<file path="src/rtl/grid_ray_caster_core_macros.svh">
// Assertion macros used by the ray caster core.
`ifndef GRID_RAY_CASTER_CORE_MACROS_SVH
`define GRID_RAY_CASTER_CORE_MACROS_SVH
// Implication checked on every clock edge outside reset.
`define GRC_ASSERT_IMPL(label, clk, rst, ante, cons, msg) \
   label: assert property (@(posedge clk) disable iff (rst) (ante) |-> (cons)) else $error(msg);
// Next-cycle implication checked on every clock edge outside reset.
`define GRC_ASSERT_NEXT(label, clk, rst, ante, cons, msg) \
   label: assert property (@(posedge clk) disable iff (rst) (ante) |=> (cons)) else $error(msg);
`endif

</file>
<file path="src/rtl/grc_pkg.sv">
// Package with the types and constants of the ray caster.
package grc_pkg;
   localparam int GRID_WIDTH_DEF  = 16;
   localparam int GRID_HEIGHT_DEF = 16;
   localparam int MAX_STEPS_DEF   = 64;
   localparam logic [15:0] MISS_DIST = 16'd51200;
   localparam logic [2:0]  MISS_CODE = 3'd1;
   localparam logic [30:0] DD_ZERO   = 31'h4000_0000;
   localparam logic        OP_WRITE  = 1'b0;
   localparam logic        OP_CAST   = 1'b1;

   // Coefficients of the quarter-wave sine polynomial.
   localparam logic [31:0] SIN_C1 = 32'd1686629713;
   localparam logic [31:0] SIN_C3 = 32'd693598668;
   localparam logic [31:0] SIN_C5 = 32'd85569306;
   localparam logic [31:0] SIN_C7 = 32'd5026995;
   localparam logic [31:0] SIN_C9 = 32'd172272;

   typedef enum logic [3:0] {
      ST_IDLE, ST_CLEAR, ST_SINE, ST_TRIG, ST_DIVX, ST_DIVY, ST_SIDEX, ST_SIDEY,
      ST_STEP, ST_LOOK, ST_OFF, ST_FRAC, ST_DONE
   } state_type;

   typedef struct packed {
      logic        start;
      logic        busy;
      logic [30:0] dividend;
      logic [14:0] divisor;
   } div_req_type;
endpackage

</file>
<file path="src/rtl/grc_map_mem.sv">
// Map memory with a registered synchronous read.
module grc_map_mem
   import grc_pkg::*;
#(
   parameter int DEPTH = GRID_WIDTH_DEF * GRID_HEIGHT_DEF
) (
   input  logic                     clock,
   input  logic                     wr_en,
   input  logic [$clog2(DEPTH)-1:0] wr_addr,
   input  logic [2:0]               wr_data,
   input  logic [$clog2(DEPTH)-1:0] rd_addr,
   output logic [2:0]               rd_data
);
   logic [2:0] mem [DEPTH];
   always_ff @(posedge clock) begin
      if (wr_en) mem[wr_addr] <= wr_data;
      rd_data <= mem[rd_addr];
   end
endmodule
</file>
<file path="config.mk">
export PLATFORM = sky130hd
export DESIGN_NAME = grc_map_mem
export DESIGN_NICKNAME = d
export VERILOG_FILES = /design/src/rtl/grid_ray_caster_core_macros.svh /design/src/rtl/grc_pkg.sv /design/src/rtl/grc_map_mem.sv
export SDC_FILE = /design/constraint.sdc
export NUM_CORES = 1
export LEC_CHECK = 0
export BUFFER_PORTS_ARGS = -buffer_cell sky130_fd_sc_hd__buf_2
export CAP_MARGIN = 40
export CORE_MARGIN = 1
export CORE_UTILIZATION = 59
export CTS_BUF_LIST = sky130_fd_sc_hd__clkbuf_8
export DETAILED_ROUTE_END_ITERATION = 8
export PLACE_DENSITY = 0.78
export RECOVER_POWER = 100
export SLEW_MARGIN = 10
export SYNTH_ARGS = -nofsm -noshare
export SYNTH_HDL_FRONTEND = slang
export SYNTH_SLANG_ARGS = --single-unit
</file>
<file path="constraint.sdc">
create_clock -name clock -period 2.34 [get_ports clock]
set_clock_uncertainty 0.05 [all_clocks]
set_input_delay 0.234 -clock clock [delete_from_list [all_inputs] [get_ports clock]]
set_output_delay 0.234 -clock clock [all_outputs]
set_load 0.03 [all_outputs]
</file>
==> out/metrics.cfg <==
[outcome]
outcome=finished with violations
violations=setup timing

[pwr]
p_per_area_nw_per_um2=779.0
finalPower_mw=27.34
leakage_nw=11.25
ir_worst_vdd_uv=498.6

[synthesis]
ys_ff_latch=771
postSynth.asyncResetShare_pct=0
synth.yosys.seq_area_share_pct=74.50
yosys_warnings=0
syn_inst=1713
synth_edf_count=768
synth_cell_type_count=54
syn-num-nets=1734
synth_ff_type=edfxtp_1
syn-cell-area_um2=31040
syn_area_per_cell_um2=18.12

[detailed_routing]
post_drt_wl_per_cell_um=27.66
dr.pass1.iters=6
postRouteAntennaNets=0
drc=0
vias=17330
wl_mm=74.16
viasPerCell=6.463
drt-initial-drc-count=2336

[place]
place_area_um2=32960
place_congestion=0.8532
place_hpwl_mm=47.80
io_buffer_count=23

[floorplan]
die_area_um2=53530
boundaryPins=24
dieHeight_um=231.4
die_w_um=231.4
start_util_pct=60.14
core_area_um2=51610
rows=83

[layout]
syn_to_final_growth_pct=13.09
fin_nets=1922
layout-drive-gt1-share_pct=24.69
final_area_um2=35100
fillers=3181

[grt]
overflow=0
grt_util_all_layers_pct=28.73
grt_util_met2_pct=44.99
met1_usage_pct=39.29
grtUsageMet3_pct=5.967
grt_max_degree=73
grt_pass1_vias=17680
top_usage_layer=met2
grt_pass1_wl_mm=111.3
antenna_found_initial=5

[setup_path]
cp.arrival_ps=2890
ff2ff_setup_slack_ps=-20
r2r_end=rd_data[2]$_DFF_P_
start_kind=flip-flop
path_class=flip-flop to flip-flop
worstPathMaxFanout=1
cp_data_required_time_ps=2870
r2r_cells=6
rr_startpoint=mem[62][2]$_DFFE_PP_
cp-end-kind=flip-flop

[clock_network]
root_buffer=clkbuf_8
clk_latency_ps=740
postCtsSetupBuffers=0
cts_buffers=113
cts_tree=done
cts_max_level=3
cts.path.max_buffers=3
path_clk_slew_ps=60
clkSinkCount=771

[timing]
maxSlewViolCount=0
fmax_mhz=423.9
finalHoldViolCount=0
setup_viol=2
tightest_slew_ps=1464
period_share_pct=100.8
finalWorstSetupSlack_ps=-19.18
rsz0062_at_grt=true
min_period_ps=2359
max_slew_margin_pct=2.387

[hold_path]
min_to=mem[163][1]$_DFFE_PP_
hold_start=wr_addr[0]
min_path_type=primary input to flip-flop
hold_depth=3

[run]
drv_cap=0

## layout make-up
| class | count | area (µm²) | share of cell area [%] |
|---|---|---|---|
| repair buffers | 189 | 1516 | 4.320 |
| flip-flops and latches | 771 | 23120 | 65.87 |
| diodes | 4 | 10.01 | 0.02852 |
| well taps | 680 | 850.8 | 2.424 |
| multi-input cells | 822 | 7372 | 21.00 |
| inverters | 4 | 15.01 | 0.04277 |
| clock inverters | 88 | 521.8 | 1.486 |
| clock buffers | 123 | 1693 | 4.823 |
## timing repair
| action | 4_1_cts | 5_1_grt |
|---|---|---|
| hold buffers | 3 | 0 |
| pin swaps | 2 | 18 |
| endpoints found under the hold margin | 148 | 0 |
| endpoints found under the setup margin | 3 | 3 |
| resized for setup | 7 | 16 |
## report_power, final
group | total [mW] | internal (mW) | switching [mW]
Combinational | 1.57 | 0.609 | 0.961
Clock | 10.5 | 5.41 | 5.11
Sequential | 15.3 | 15.2 | 0.0226
## cells in the mapped netlist (2+ instances only)
cell       count  area (µm²)
a2111oi_0      5       43.79
a211oi_1       8       60.06
a21o_1         2       15.01
a21oi_1       22       110.1
a22o_1         4       35.03
a22oi_1       43       322.8
a311o_1        2       20.02
a31oi_1        9       56.30
a32o_1         2       20.02
a41oi_1        3       26.28
and2_1         4       25.02
and3_1         4       25.02
buf_1          7       26.28
buf_2         13       65.06
buf_4          8       60.06
buf_6         17       191.4
clkbuf_1      70       262.8
dfxtp_1        3       60.06
edfxtp_1     768       23060
inv_1          3       11.26
mux2i_1       92       920.9
mux4_2       153        3446
nand2_1       36       135.1
nand2b_1       6       37.54
nand3_1       36       180.2
nand3b_1       2       15.01
nand4_1       11       68.82
nor2_1       278        1044
nor2b_1       25       156.4
nor3_1        15       75.07
nor3b_1        2       15.01
nor3b_2        2       25.02
nor4_1         5       31.28
o211ai_1       4       30.03
o21ai_0        2       10.01
o221ai_1       7       61.31
o22ai_1       16       100.1
o32a_1         2       20.02
o41ai_1        2       17.52
or2_1          2       12.51
or3_1          4       25.02
or4_1          2       15.01
## how the worst max path moves through the flow
stage	slack, ps	startpoint	to	cells after the start
final	-20	mem[62][2]$_DFFE_PP_	rd_data[2]$_DFF_P_	6
after global routing	-20	mem[172][0]$_DFFE_PP_	rd_data[0]$_DFF_P_	6
after CTS	4	mem[16][1]$_DFFE_PP_	rd_data[1]$_DFF_P_	5
after detailed placement	-790	rd_addr[0]	rd_data[1]$_DFF_P_	9
after global placement	-720	rd_addr[0]	rd_data[1]$_DFF_P_	9
after floorplan	2	rd_addr[1]	rd_data[0]$_DFF_P_	9
## through the flow
stage	hold slack (ps)	setup TNS, ps	worst slack, ps	utilization, %	std cells
after floorplan	282.9	0	2.010	-	1713
after global placement	627.6	-1609	-724.2	63.85	2463
after detailed placement	637.6	-1808	-792.6	63.85	2463
after CTS	33.96	0	4.081	68.24	2677
after global routing	104.8	-31.22	-22.40	68.01	2681
final	115.4	-30.61	-19.18	68.01	2681
## kinds of logic (layout without fill, tap and decap cells)
| family | after synthesis | in the layout | synth area share [%] |
|---|---|---|---|
| and+or+nand+nor | 439 | 439 | 6.204 |
| DFF | 771 | 771 | 74.50 |
| other | 0 | 4 | 0 |
| buffers and inverters | 120 | 404 | 2.048 |
| muxes | 246 | 246 | 14.10 |
| AOI/OAI and AO/OA | 137 | 137 | 3.148 |
## per-layer routing
metal / vias to the layer above / part of all wire, % / routed length, µm
met1: 8669 / 37 / 27450
met3: 215 / 11 / 8117
met5: - / 0.016 / 12
met4: 2 / 4.6 / 3404
li1: 7262 / - / -
met2: 1178 / 47 / 35180
## cell usage in the layout (no fill, tap or decap), types with 29 or more instances in the layout
cell	count
mux4_2	153
nor2_1	278
clkinv_1	30
buf_4	108
edfxtp_1	768
nand3_1	36
mux2i_1	92
inv_1	29
clkbuf_8	123
nand2_1	36
a22oi_1	37
## sequential cells by signal, summed over array words and instances (netlist names)
register / count
rd_data: 3
mem: 768
## worst max-delay path, stage by stage (launching register included)
cell and delay, ps:
edfxtp_1 400, mux4_2 470, a22o_1 250, o21ai_2 240, a41oi_2 190, o32a_1 270
a311o_1 350
Note: power is estimated with default switching activity, not from simulation.
