## config.mk

```make
export PLATFORM = sky130hd
export DESIGN_NAME = grc_divider
export DESIGN_NICKNAME = d
export VERILOG_FILES = /design/src/rtl/grid_ray_caster_core_macros.svh /design/src/rtl/grc_pkg.sv /design/src/rtl/grc_divider.sv
export SDC_FILE = /design/constraint.sdc
export NUM_CORES = 1
export LEC_CHECK = 0
export ABC_AREA = 1
export BUFFER_PORTS_ARGS = -buffer_cell sky130_fd_sc_hd__buf_4
export CAP_MARGIN = 10
export CORE_MARGIN = 4
export CORE_UTILIZATION = 50
export CTS_CLUSTER_SIZE = 8
export DETAILED_ROUTE_END_ITERATION = 16
export GPL_TIMING_DRIVEN = 0
export PLACE_DENSITY_LB_ADDON = 0.15
export SLEW_MARGIN = 15
export SYNTH_ARGS = -nofsm -noshare
export SYNTH_HDL_FRONTEND = slang
export SYNTH_SLANG_ARGS = --single-unit
```

## constraint.sdc

```tcl
create_clock -name clock -period 1.7 [get_ports clock]
set_input_delay 0.255 -clock clock [delete_from_list [all_inputs] [get_ports clock]]
set_output_delay 0.255 -clock clock [all_outputs]
set_load 0.01 [all_outputs]
```

## src/rtl/grid_ray_caster_core_macros.svh

```systemverilog
// Assertion macros used by the ray caster core.
`ifndef GRID_RAY_CASTER_CORE_MACROS_SVH
`define GRID_RAY_CASTER_CORE_MACROS_SVH
// Implication checked on every clock edge outside reset.
`define GRC_ASSERT_IMPL(label, clk, rst, ante, cons, msg) \
   label: assert property (@(posedge clk) disable iff (rst) (ante) |-> (cons)) else $error(msg);
// Next-cycle implication checked on every clock edge outside reset.
`define GRC_ASSERT_NEXT(label, clk, rst, ante, cons, msg) \
   label: assert property (@(posedge clk) disable iff (rst) (ante) |=> (cons)) else $error(msg);
`endif

```

## src/rtl/grc_pkg.sv

```systemverilog
// Package with the types and constants of the ray caster.
package grc_pkg;
   localparam int GRID_WIDTH_DEF  = 16;
   localparam int GRID_HEIGHT_DEF = 16;
   localparam int MAX_STEPS_DEF   = 64;
   localparam logic [15:0] MISS_DIST = 16'd51200;
   localparam logic [2:0]  MISS_CODE = 3'd1;
   localparam logic [30:0] DD_ZERO   = 31'h4000_0000;
   localparam logic        OP_WRITE  = 1'b0;
   localparam logic        OP_CAST   = 1'b1;

   // Coefficients of the quarter-wave sine polynomial.
   localparam logic [31:0] SIN_C1 = 32'd1686629713;
   localparam logic [31:0] SIN_C3 = 32'd693598668;
   localparam logic [31:0] SIN_C5 = 32'd85569306;
   localparam logic [31:0] SIN_C7 = 32'd5026995;
   localparam logic [31:0] SIN_C9 = 32'd172272;

   typedef enum logic [3:0] {
      ST_IDLE, ST_CLEAR, ST_SINE, ST_TRIG, ST_DIVX, ST_DIVY, ST_SIDEX, ST_SIDEY,
      ST_STEP, ST_LOOK, ST_OFF, ST_FRAC, ST_DONE
   } state_type;

   typedef struct packed {
      logic        start;
      logic        busy;
      logic [30:0] dividend;
      logic [14:0] divisor;
   } div_req_type;
endpackage

```

## src/rtl/grc_divider.sv

```systemverilog
// Restoring divider, one quotient bit per cycle, for the step increments.
module grc_divider
   import grc_pkg::*;
(
   input  logic        clock,
   input  logic        reset,
   input  div_req_type req,
   output logic        done,
   output logic [30:0] quotient
);
   logic [30:0] q_ff, q_in;
   logic [15:0] r_ff, r_in;
   logic [14:0] dv_ff, dv_in;
   logic [4:0]  cnt_ff, cnt_in;
   logic        run_ff, run_in;
   logic [15:0] trial;

   always_comb begin
      q_in = q_ff; r_in = r_ff; dv_in = dv_ff; cnt_in = cnt_ff; run_in = run_ff;
      trial = {r_ff[14:0], q_ff[30]};
      if (req.start) begin
         q_in = req.dividend; r_in = '0; dv_in = req.divisor; cnt_in = 5'd30; run_in = 1'b1;
      end else if (run_ff) begin
         if (trial >= {1'b0, dv_ff}) begin
            r_in = trial - {1'b0, dv_ff};
            q_in = {q_ff[29:0], 1'b1};
         end else begin
            r_in = trial;
            q_in = {q_ff[29:0], 1'b0};
         end
         if (cnt_ff == 5'd0) run_in = 1'b0;
         else cnt_in = cnt_ff - 5'd1;
      end
   end

   always_ff @(posedge clock) begin
      q_ff <= q_in; r_ff <= r_in; dv_ff <= dv_in; cnt_ff <= cnt_in;
      if (reset) run_ff <= 1'b0;
      else run_ff <= run_in;
   end

   assign done = run_ff && cnt_ff == 5'd0 && req.busy;
   assign quotient = {q_ff[29:0], trial >= {1'b0, dv_ff}};
endmodule

```

==> flow_summary_export.csv <==
group,metric,value,unit
cts,clock_sinks,67,
grt,grt_max_degree,37,
critical_path,cp.buffers_inverters,4,
critical_path,r2r_setup_slack,-0.47,ns
critical_path,r2r-end,"r_ff[14]$_SDFFE_PP0P_",
synth,synth_cell_types,40,
final_layout,diodes,0,
critical_path,end_kind,"output pin",
synth,synth.ff_latch_count,67,
pwr,cellPowerDensity,750.9,nW/um^2
timing,finalCritPeriodShare,133.0,%
critical_path,path_max_fanout,2,
final_layout,area_growth,29.37,%
critical_path,critPathKind,"register to output pin",
route,drtPass1Iterations,5,
timing,max-slew-margin-rel,47.71,%
route,via_count,3551,
critical_path,path_cells,"inv_2, ha_2, fa_2, inv_2, nand2_2, nand2_2, nand3_4, nand3_4, nand2_4, nand2_8, buf_12, buf_6",
die,initial_core_util,52.66,%
synth,netlist_area,4154,um^2
cts,clk_pin_slew,0.09,ns
cts,cts_root_buf,"clkbuf_8",
final_layout,final_cell_mix,"nand2_1 (195), buf_4 (129), inv_1 (64), edfxtp_1 (46), nand3_1 (26)",
synth,yosysSeqAreaShare,43.37,%
worst_hold_path,min_to,"run_ff$_SDFF_PP0_",
cts,htreeDepth,3,
die,rows,32,
critical_path,r2r-start,"q_ff[30]$_DFFE_PP_",
place,io_buffers,81,
cts,cts_inserted_buffers,9,
synth,synth_nets,589,
timing,drv_slew,0,
synth,ys_warn_count,0,
cts,worstSkewPairLatency,0.36,ns
grt,grt.overflow.total,0,
grt,grt_pass1_vias,3425,
grt,grt_pass1_wl,15960,um
timing,hold_viol,0,
cts,clockBufferDepth,2,
timing,setup_ws,-0.5603,ns
flow_run,max_cap_viol_count,0,
route,drtAntennaViolNets,0,
worst_hold_path,holdPathStages,2,
critical_path,reg2reg_depth,17,
timing,rsz0062_at_grt,"true",
timing,fin_crit,2.260,ns
route,routed_wl,9956,um
grt,antenna_found_initial,0,
synth,synth_edf_count,46,
critical_path,worstPathArrival,2.01,ns
place,dpl_worst_slack,-0.3785,ns
grt,grt_usage,20.36,%
critical_path,crit_family,"adder cells",
timing,skew,0.01526,ns
place,gp_congestion,0.9224,
timing,setup_violations,17,
worst_hold_path,min_from,"reset",
route,first_iter_violations,221,
final_layout,nets,699,
status,violations,"negative setup slack",
worst_hold_path,hold_class,"input pin to register",
die,core-area,7888,um^2
critical_path,slowest_delay,0.35,ns
die,pin_count,82,
synth,ys.flop_type,"edfxtp_1",
route,routedWlPerCell,13.49,um
cts,cts_tree,"yes",
synth,postSynth.asyncResetShare,0,%
critical_path,required,1.44,ns
route,via_per_inst,4.812,
pwr,total_power,0.004035,W
die,fp.dieW,99.15,um
critical_path,critical-path-slowest-cell,"fa_2",
pwr,cellLeakagePower,2.768,nW
final_layout,final_common_cell,"nand2_1",
timing,max_freq,442.4,MHz
critical_path,start_kind,"register",
die,die_y,99.15,um
timing,tightest_slew,0.7832,ns
status,outcome,"finished with violations",
synth,syn_area_per_cell,7.973,um^2
place,dp_hpwl,7051,um
pwr,peakVddDrop,0.0004962,V
route,drc,0,
synth,syn-instance-count,521,
final_layout,drive_gt1_share,33.96,%
die,dieArea,9831,um^2
synth_stat cells (all sizes together) (3+ instances only):
cell type,instances,share of area [%]
a21oi,10,1.7
ha,17,5.1
xnor2,3,0.63
nor2,25,3.3
dfxtp,21,10
o21ai,9,1.4
nand4,4,0.60
nand3,43,6.3
nand3b,6,1.1
edfxtp,46,33
nand2,213,21
clkbuf,6,0.54
inv,70,6.3
xor2,3,0.63
buf,36,6.8
metal layers:
layer | GRT usage (%) | wire (um)
met1 | 26.68 | 4465
met2 | 34.14 | 4812
met3 | 3.717 | 433
met4 | 6.618 | 244
met5 | 0 | 0
report_power, final:
group | internal (W) | switching, W | total, W | leakage [nW]
logic | 0.000411 | 0.000403 | 0.000814 | 2.05
clock network | 0.000554 | 0.000727 | 0.00128 | 0.0848
registers | 0.00188 | 0.0000576 | 0.00194 | 0.635
metrics by stage:
step                utilization, %  std cells  TNS (ns)  instance area (um^2)  hold WS [ns]
finish                       68.13        738    -6.009                  5374       0.03651
global route                 68.13        738    -7.682                  5374       0.01952
CTS                          66.15        731    -7.048                  5218       0.02384
detailed placement           62.37        704    -9.857                  4920        0.4155
global placement             62.37        704    -23.54                  4920        0.4159
floorplan                        -        521    -1.125                  4184        0.3241
flip-flops by register name, indices dropped and copies added, names as in the netlist:
register and flops:
dv_ff 15, cnt_ff 5, r_ff 15, run_ff 1, q_ff 31
layout make-up:
type,instances,area (um^2)
Inverter,72,271.5
Clock inverter,7,60.06
Tap cell,102,127.6
Multi-Input combinational cell,340,1923
Timing Repair Buffer,99,747.0
Fill cell,658,2514
Buffer,42,315.3
Sequential cell,67,1805
Clock buffer,9,123.9
repair_timing:
item                                    in CTS  in global routing
endpoints found under the setup margin      18                 18
pin swaps                                    8                 12
resized for setup                            8                 25
setup buffers                               12                  7
hold buffers                                 0                  0
hold endpoints to repair                     0                  0
worst max-delay path by stage:
stage                             to  cells past startpoint          startpoint  slack [ns]
2_1_floorplan  r_ff[12]$_SDFFE_PP0P_                     13  dv_ff[0]$_DFFE_PP_       -0.11
3_3_place_gp       q_ff[9]$_DFFE_PP_                      4             req[47]       -0.57
3_5_place_dp             quotient[0]                     12  q_ff[30]$_DFFE_PP_       -0.38
4_1_cts                  quotient[0]                     11  dv_ff[0]$_DFFE_PP_       -0.65
5_1_grt                  quotient[0]                     12  q_ff[30]$_DFFE_PP_       -0.65
6_report                 quotient[0]                     12  q_ff[30]$_DFFE_PP_       -0.56
cells by family (layout without fill, tap and decap cells):
kind of cell,count (synthesis),count (layout),share of synthesized area [%]
AND/OR/NAND/NOR,295,295,32.50
buffers and inverters,114,229,13.92
flip-flops,67,67,43.37
AO/OA/AOI/OAI,21,21,3.344
adder cells (fa/ha/maj),18,18,5.602
XOR/XNOR,6,6,1.265
worst register-to-register path, delay by kind of cell (launching register included):
family	cells	cell delay [ns]
adders and majority gates	2	0.41
buffers and inverters	7	0.75
DFF	1	0.38
and+or+nand+nor	8	0.54
No activity file was read; power rests on OpenSTA's default activity.
